$ cat src/rtl/hmg_pkg.sv
// hmg_pkg: shared types, constants and helpers for the henon map generator
// used by hmg_cfg, hmg_mul and henon_map_generator_top; depends on nothing

package hmg_pkg;

  // configuration port
  localparam int CFG_INDEX_W = 2;
  localparam int CFG_DATA_W  = 16;

  localparam logic [CFG_INDEX_W-1:0] REG_TEXTURE = 2'd0;
  localparam logic [CFG_INDEX_W-1:0] REG_A_MIN   = 2'd1;
  localparam logic [CFG_INDEX_W-1:0] REG_A_MAX   = 2'd2;
  localparam logic [CFG_INDEX_W-1:0] REG_B       = 2'd3;

  // register reset values
  localparam logic [9:0]         TEXTURE_RESET = 10'd512;
  localparam logic [14:0]        A_MIN_RESET   = 15'd16384;
  localparam logic [14:0]        A_MAX_RESET   = 15'd22938;
  localparam logic signed [15:0] B_RESET       = 16'sd4915;

  // arithmetic constants
  localparam logic [9:0]         TEXTURE_FULL = 10'd1023;
  localparam logic [13:0]        ROUND_Q14    = 14'd8192;
  localparam logic [13:0]        ROUND_TEX    = 14'd512;
  localparam logic [13:0]        ROUND_NONE   = 14'd0;
  localparam logic signed [19:0] ONE_Q14      = 20'sd16384;

  // multiplier operand width and product width
  localparam int MUL_W  = 18;
  localparam int PROD_W = 2 * MUL_W;

  // configuration register set
  typedef struct packed {
    logic [9:0]         texture;
    logic [14:0]        a_min;
    logic [14:0]        a_max;
    logic signed [15:0] b;
  } cfg_t;

  // request to the shared multiply-add unit
  typedef struct packed {
    logic             en;
    logic [MUL_W-1:0] op_a;
    logic [MUL_W-1:0] op_b;
    logic [13:0]      addend;
  } mul_req_t;

  // clamp a 20-bit signed value to the int16 range
  function automatic logic signed [15:0] sat16(input logic signed [19:0] v);
    logic signed [15:0] r;
    if (v < -20'sd32768) begin
      r = -16'sd32768;
    end else if (v > 20'sd32767) begin
      r = 16'sd32767;
    end else begin
      r = v[15:0];
    end
    return r;
  endfunction

  // 12-bit dac code: offset by half scale, keep the top twelve bits
  function automatic logic [11:0] dac_code(input logic signed [15:0] c);
    return {~c[15], c[14:4]};
  endfunction

endpackage

$ cat src/rtl/henon_map_generator_top.sv
// henon_map_generator_top: henon map source, sequencer and datapath around one multiplier
// depends on hmg_pkg, hmg_cfg, hmg_mul
//
//   channel  | handshake           | payload
//   ---------+---------------------+-------------------------------------
//   in       | in_valid / in_stall | advance, phase
//   out      | out_valid/out_stall | x_coord, y_coord, x_dac, y_dac
//   cfg      | cfg_valid/cfg_ready | cfg_index, cfg_data
//
// an item with advance runs the map update before interpolation, one without
// goes straight to interpolation; every product goes through the single 18x18
// multiplier, one product per cycle, and the map update needs four products, the
// scaling one waiting on the parameter and the square before it.
// rst is synchronous; it clears state and points and reloads the configuration reset values.
// in_stall is high from acceptance until the result is loaded into the output
// register; a stalled result holds the sequencer in its last step.

module henon_map_generator_top (
  input  logic                            clk,
  input  logic                            rst,
  input  logic                            in_valid,
  output logic                            in_stall,
  input  logic                            advance,
  input  logic [11:0]                     phase,
  output logic                            out_valid,
  input  logic                            out_stall,
  output logic signed [15:0]              x_coord,
  output logic signed [15:0]              y_coord,
  output logic [11:0]                     x_dac,
  output logic [11:0]                     y_dac,
  input  logic                            cfg_valid,
  output logic                            cfg_ready,
  input  logic [hmg_pkg::CFG_INDEX_W-1:0] cfg_index,
  input  logic [hmg_pkg::CFG_DATA_W-1:0]  cfg_data
);

  typedef enum logic [3:0] {
    S_IDLE,
    S_SPAN,
    S_SQ,
    S_SCALE,
    S_BX,
    S_UPD,
    S_IX,
    S_IY,
    S_OUT
  } state_t;

  state_t                               state;
  hmg_pkg::cfg_t                        cfg;
  hmg_pkg::mul_req_t                    req;
  logic signed [hmg_pkg::PROD_W-1:0]    prod;

  logic signed [15:0] prev_x, prev_y, cur_x, cur_y;
  logic [11:0]        phase_reg;
  logic [14:0]        a_reg;
  logic signed [15:0] nx_reg;
  logic signed [15:0] ix_reg;

  logic signed [16:0] span;
  logic signed [16:0] dx, dy;
  logic signed [16:0] a_sum;
  logic signed [19:0] nx_wide, ny_wide, ix_wide, iy_wide;
  logic               in_accept;
  logic               out_free;

  assign cfg_ready = 1'b1;
  assign in_stall  = (state != S_IDLE);
  assign in_accept = in_valid && !in_stall;
  assign out_free  = !(out_valid && out_stall);

  // configuration registers
  hmg_cfg u_cfg (
    .clk      (clk),
    .rst      (rst),
    .wr_en    (cfg_valid && cfg_ready),
    .wr_index (cfg_index),
    .wr_data  (cfg_data),
    .cfg      (cfg)
  );

  // shared multiplier
  hmg_mul u_mul (
    .clk  (clk),
    .req  (req),
    .prod (prod)
  );

  // differences feeding the multiplier
  assign span = $signed({2'b00, cfg.a_max}) - $signed({2'b00, cfg.a_min});
  assign dx   = $signed({cur_x[15], cur_x}) - $signed({prev_x[15], prev_x});
  assign dy   = $signed({cur_y[15], cur_y}) - $signed({prev_y[15], prev_y});

  // post-processing of the last product
  assign a_sum   = $signed({2'b00, cfg.a_min}) + $signed({prod[25], prod[25:10]});
  assign nx_wide = hmg_pkg::ONE_Q14 + $signed({{4{cur_y[15]}}, cur_y})
                 - $signed({{2{prod[31]}}, prod[31:14]});
  assign ny_wide = $signed({{2{prod[31]}}, prod[31:14]});
  assign ix_wide = $signed({{4{prev_x[15]}}, prev_x}) + $signed({{2{prod[29]}}, prod[29:12]});
  assign iy_wide = $signed({{4{prev_y[15]}}, prev_y}) + $signed({{2{prod[29]}}, prod[29:12]});

  // operand selection per step
  always_comb begin
    req.en     = 1'b0;
    req.op_a   = '0;
    req.op_b   = '0;
    req.addend = hmg_pkg::ROUND_NONE;
    case (state)
      S_SPAN: begin
        req.en     = 1'b1;
        req.op_a   = {span[16], span};
        req.op_b   = {8'b0, cfg.texture};
        req.addend = hmg_pkg::ROUND_TEX;
      end
      S_SQ: begin
        req.en     = 1'b1;
        req.op_a   = {{2{cur_x[15]}}, cur_x};
        req.op_b   = {{2{cur_x[15]}}, cur_x};
        req.addend = hmg_pkg::ROUND_Q14;
      end
      S_SCALE: begin
        req.en     = 1'b1;
        req.op_a   = prod[31:14];
        req.op_b   = {3'b000, a_reg};
        req.addend = hmg_pkg::ROUND_Q14;
      end
      S_BX: begin
        req.en     = 1'b1;
        req.op_a   = {{2{cur_x[15]}}, cur_x};
        req.op_b   = {{2{cfg.b[15]}}, cfg.b};
      end
      S_IX: begin
        req.en     = 1'b1;
        req.op_a   = {dx[16], dx};
        req.op_b   = {6'b0, phase_reg};
      end
      S_IY: begin
        req.en     = 1'b1;
        req.op_a   = {dy[16], dy};
        req.op_b   = {6'b0, phase_reg};
      end
      default: ;
    endcase
  end

  // sequencer, map state and output register
  always_ff @(posedge clk) begin
    if (rst) begin
      state     <= S_IDLE;
      out_valid <= 1'b0;
      prev_x    <= '0;
      prev_y    <= '0;
      cur_x     <= '0;
      cur_y     <= '0;
    end else begin
      // taken result leaves; the final step reloads it itself
      if (out_valid && !out_stall && state != S_OUT) begin
        out_valid <= 1'b0;
      end
      case (state)
        S_IDLE: begin
          if (in_accept) begin
            phase_reg <= phase;
            state     <= advance ? S_SPAN : S_IX;
          end
        end
        S_SPAN: state <= S_SQ;
        S_SQ: begin
          // exact maximum at full texture
          a_reg <= (cfg.texture == hmg_pkg::TEXTURE_FULL) ? cfg.a_max : a_sum[14:0];
          state <= S_SCALE;
        end
        S_SCALE: state <= S_BX;
        S_BX: begin
          nx_reg <= hmg_pkg::sat16(nx_wide);
          state  <= S_UPD;
        end
        S_UPD: begin
          prev_x <= cur_x;
          prev_y <= cur_y;
          cur_x  <= nx_reg;
          cur_y  <= hmg_pkg::sat16(ny_wide);
          state  <= S_IX;
        end
        S_IX: state <= S_IY;
        S_IY: begin
          ix_reg <= hmg_pkg::sat16(ix_wide);
          state  <= S_OUT;
        end
        S_OUT: begin
          if (out_free) begin
            x_coord   <= ix_reg;
            y_coord   <= hmg_pkg::sat16(iy_wide);
            out_valid <= 1'b1;
            state     <= S_IDLE;
          end
        end
        default: state <= S_IDLE;
      endcase
    end
  end

  // dac codes from the registered coordinates
  assign x_dac = hmg_pkg::dac_code(x_coord);
  assign y_dac = hmg_pkg::dac_code(y_coord);

  // an item without advance goes straight to interpolation
  a_no_adv: assert property (@(posedge clk) disable iff (rst)
    (in_accept && !advance) |=> (state == S_IX))
    else $error("item without advance did not skip the map update");

  // the current point and the previous x move only in the update step
  a_pts_hold: assert property (@(posedge clk) disable iff (rst)
    (state != S_UPD) |=> ($stable(cur_x) && $stable(cur_y) && $stable(prev_x)))
    else $error("map point changed outside the update step");

  // a new result appears only from the final step
  a_out_src: assert property (@(posedge clk) disable iff (rst)
    $rose(out_valid) |-> $past(state == S_OUT))
    else $error("result raised outside the final step");

  // a blocked output holds the sequencer in its final step
  a_out_wait: assert property (@(posedge clk) disable iff (rst)
    (state == S_OUT && out_valid && out_stall) |=> (state == S_OUT))
    else $error("result overwritten while the output was stalled");

endmodule

$ cat src/rtl/hmg_mul.sv
// hmg_mul: shared signed multiply-add unit with registered product
// depends on hmg_pkg (mul_req_t, widths)

module hmg_mul (
  input  logic                           clk,
  input  hmg_pkg::mul_req_t              req,
  output logic signed [hmg_pkg::PROD_W-1:0] prod
);

  logic signed [hmg_pkg::PROD_W-1:0] sum;

  // product plus a small non-negative rounding term
  assign sum = $signed(req.op_a) * $signed(req.op_b)
             + $signed({{(hmg_pkg::PROD_W - 14){1'b0}}, req.addend});

  // product register, loaded only when a step issues
  always_ff @(posedge clk) begin
    if (req.en) begin
      prod <= sum;
    end
  end

endmodule

$ cat src/rtl/hmg_cfg.sv
// hmg_cfg: configuration registers of the henon map generator
// depends on hmg_pkg (cfg_t, register indexes, reset values)

module hmg_cfg (
  input  logic                              clk,
  input  logic                              rst,
  input  logic                              wr_en,
  input  logic [hmg_pkg::CFG_INDEX_W-1:0]   wr_index,
  input  logic [hmg_pkg::CFG_DATA_W-1:0]    wr_data,
  output hmg_pkg::cfg_t                     cfg
);

  // register writes, truncated to each register's width
  always_ff @(posedge clk) begin
    if (rst) begin
      cfg.texture <= hmg_pkg::TEXTURE_RESET;
      cfg.a_min   <= hmg_pkg::A_MIN_RESET;
      cfg.a_max   <= hmg_pkg::A_MAX_RESET;
      cfg.b       <= hmg_pkg::B_RESET;
    end else if (wr_en) begin
      case (wr_index)
        hmg_pkg::REG_TEXTURE: cfg.texture <= wr_data[9:0];
        hmg_pkg::REG_A_MIN:   cfg.a_min   <= wr_data[14:0];
        hmg_pkg::REG_A_MAX:   cfg.a_max   <= wr_data[14:0];
        hmg_pkg::REG_B:       cfg.b       <= $signed(wr_data);
        default: ;
      endcase
    end
  end

endmodule
$ cat config.mk
export PLATFORM = sky130hd
export DESIGN_NAME = henon_map_generator_top
export DESIGN_NICKNAME = d
export VERILOG_FILES = /design/src/rtl/hmg_pkg.sv /design/src/rtl/henon_map_generator_top.sv /design/src/rtl/hmg_mul.sv /design/src/rtl/hmg_cfg.sv
export SDC_FILE = /design/constraint.sdc
export NUM_CORES = 2
export LEC_CHECK = 0
export BUFFER_PORTS_ARGS = -buffer_cell sky130_fd_sc_hd__buf_2
export CORE_UTILIZATION = 65
export CTS_BUF_LIST = sky130_fd_sc_hd__clkbuf_4 sky130_fd_sc_hd__clkbuf_8 sky130_fd_sc_hd__clkbuf_16
export CTS_CLUSTER_DIAMETER = 120
export DETAILED_ROUTE_END_ITERATION = 8
export PLACE_DENSITY = 0.84
export SLEW_MARGIN = 20
export SYNTH_ARGS = -nofsm -noshare
export SYNTH_HDL_FRONTEND = slang
export SYNTH_SLANG_ARGS = --single-unit
$ cat constraint.sdc
create_clock -name clk -period 10.3 [get_ports clk]
set_clock_uncertainty 0.05 [all_clocks]
set_input_delay 0 -clock clk [delete_from_list [all_inputs] [get_ports clk]]
set_output_delay 0 -clock clk [all_outputs]
set_load 0.05 [all_outputs]
==> out/results.tsv <==
metric	value	unit
clock tree sinks	238	
WP buf/inv	5	
P_leak	12.66	nW
Longest Clk Path Bufs	3	
Pins Over Slew Limit	0	
Mapped Avg Cell Area	8.835	sq um
syn_nets	3425	
max reg flops	56	
Syn. warnings	0	
Largest stage delay, worst path	0.54	ns
crit path launch	u_cfg.cfg[32]	
DRC	0	
iteration-0 DRC count of the detailed router	2214	
Required @ worst endpoint	10.52	ns
initial antenna violation count	2	
1st-pass router iterations	6	
maximum fanout along the worst path	17	
Final Hold Fails	0	
commonest non-fill, non-tap cell in the layout	inv_1	
CTS tree	yes	
final WL	78150	um
post-CTS setup buffers	0	
crit path DAT	9.51	ns
setup violators final	0	
Worst Tran Pin Value	1.263	ns
hold buffer count at cts	36	
distinct cell type count after synthesis	83	
fin nets	3490	
Routed wire per std cell	22.44	um
post-synth top area cell	fa_1	
relative slew slack	15.44	%
Worst Hold Class	in -> reg	
Most Used Layer, Global Route	met2	
Die Y	199.6	um
largest register by flop count	u_cfg.cfg	
worst r2r src	u_cfg.cfg[32]	
largest net degree at the start of global routing	68	
Crit Path Class	reg -> reg	
Post-Syn Instances	2874	
Hold Startpoint	cfg_valid	
gr usage total	40.53	%
io pins	95	
Synth top area share	23.73	%
CP max stage cell	fa_1	
number of synthesized flops with an enable pin	113	
Max-Cap Viols	0	
CTS Buf Count	26	
Period minus WS final	9.282	ns
Synth area leaders	fa_1 24%, edfxtp_1 13%, ha_1 11%	
Skew-Pair Late Insertion Delay	0.56	ns
clock transition at the registers of the reported paths	0.07	ns
first-pass GRT wire length	120400	um
P&R area growth vs syn	8.643	%
status	finished clean	
setup_tns	0	ns
Synth Cell Area	25390	sq um
CTS H-tree lvls	1	
Async SR Flop Fraction	0	%
CP top delay family	compound AO/OA/AOI/OAI gates	
vias post-DR	21360	
met3 usage	11.14	%
post-synthesis sequential area ratio	23.22	%
clock root buffer	clkbuf_16	
most frequent cells in the layout	473 x inv_1, 461 x nand2_1, 301 x fa_1	
Rows	72	
antenna viol nets, final	0	
Die W	199.6	um
hold_ws	0.07355	ns
Detailed Place HPWL	59490	um
core area	38560	sq um
DR vias/cell	6.136	
Starting Density	65.85	%
CP dominant cell by count	fa_1	
pwr dens	186.8	nW/um^2
largest registers	u_cfg.cfg x56, u_mul.prod x22	
Placer Congestion	1.027	
Port-buffer cells	93	
number of global-route vias before repair	21530	
RSZ-0062 raised after global routing	false	
GR Layer Usage met1	50.67	%
post-CTS resize count	0	
Die Area	39860	sq um
Max VDD drop	0.1903	mV
layout cells sized above 1	7.198	%
f_max	107.7	MHz
Worst setup SP type	flip-flop	
Worst setup EP type	flip-flop	
ys flop type	dfxtp_1	
Tcrit/Tclk final	90.11	%
met2 Use GR	62.89	%
Remaining Overflow, GRT	0	
#FFs+latches synth	238	
==> power breakdown <==
group          total, mW  switching (mW)  internal (mW)
clock network       1.04           0.417          0.619
registers           1.42           0.211           1.21
logic               2.70            1.74          0.961
==> stage by stage <==
| step | std cells | power [mW] | setup slack [ns] | instance area (sq um) | util (%) |
|---|---|---|---|---|---|
| CTS | 3477 | 5.053 | 1.162 | 27570 | 71.50 |
| global placement | 3393 | 3.904 | 1.422 | 26260 | 68.11 |
| finish | 3482 | 5.153 | 1.018 | 27590 | 71.54 |
| floorplan | 2874 | 3.148 | 1.996 | 25390 | - |
| global route | 3478 | 5.431 | 0.5829 | 27580 | 71.52 |
| detailed placement | 3393 | 3.990 | 1.198 | 26260 | 68.11 |
==> kinds of logic after synthesis <==
logic type                 count (synthesis)  synth area share, %
AOI/OAI and AO/OA                        535                13.45
xor gates and xnor gates                 126                4.346
adders and majority gates                516                34.32
buffers and inverters                    602                9.304
DFF                                      238                23.22
muxes                                     16               0.6505
other                                      1              0.01477
and+or+nand+nor                          840                14.70
==> routing by layer <==
| layer | share of wire, % | wire length (um) |
|---|---|---|
| met1 | 37 | 28960 |
| met5 | 0.092 | 72 |
| met2 | 44 | 34690 |
| met3 | 12 | 9197 |
| met4 | 6.7 | 5241 |
==> cells in the mapped netlist (8+ instances only) <==
library cell / instances
or3_1: 8
nand2_1: 462
a21o_1: 47
a211oi_1: 13
nor2_1: 154
and3_1: 11
and2_1: 36
nand3_1: 22
clkbuf_1: 89
xnor2_1: 80
a22oi_1: 25
o21ai_0: 94
nor3_1: 24
o31ai_1: 9
dfxtp_1: 125
buf_4: 26
a31oi_1: 18
fa_1: 301
a21boi_0: 10
xor2_1: 46
o21a_1: 29
edfxtp_1: 113
nand2b_1: 28
inv_1: 473
a222oi_1: 13
nor2b_1: 28
nand3b_1: 25
buf_1: 9
ha_1: 214
a21oi_1: 205
mux2i_1: 12
o21bai_1: 9
nand4_1: 11
==> worst register-to-register path: cells and delay by family (launching register included) <==
family / cells / cell delay [ns]
compound gates: 14 / 3.76
xor+xnor: 2 / 0.27
fa+ha+maj: 8 / 3.59
buf+inv: 5 / 0.31
flops: 1 / 0.40
simple gates: 3 / 0.65
==> path summary, 6_finish.rpt <==
check	end	depth (start not counted)	slack, ns
setup / recovery	u_mul.prod[31]	32	1.02
hold / removal	u_cfg.cfg[53]	4	0.07
setup reg to reg	u_mul.prod[31]	32	1.02
hold reg to reg	x_coord[8]	0	0.37
==> layout make-up <==
| class | count | area (sq um) |
|---|---|---|
| fill | 2919 | 10970 |
| clock inverter | 19 | 240.2 |
| clock buffer | 29 | 703.2 |
| inverter | 474 | 1779 |
| tap | 518 | 648.1 |
| multi-input combinational | 2034 | 17210 |
| timing repair buffer | 165 | 1099 |
| sequential | 238 | 5896 |
| antenna | 5 | 12.51 |
No activity file was read; power rests on OpenSTA's default activity.
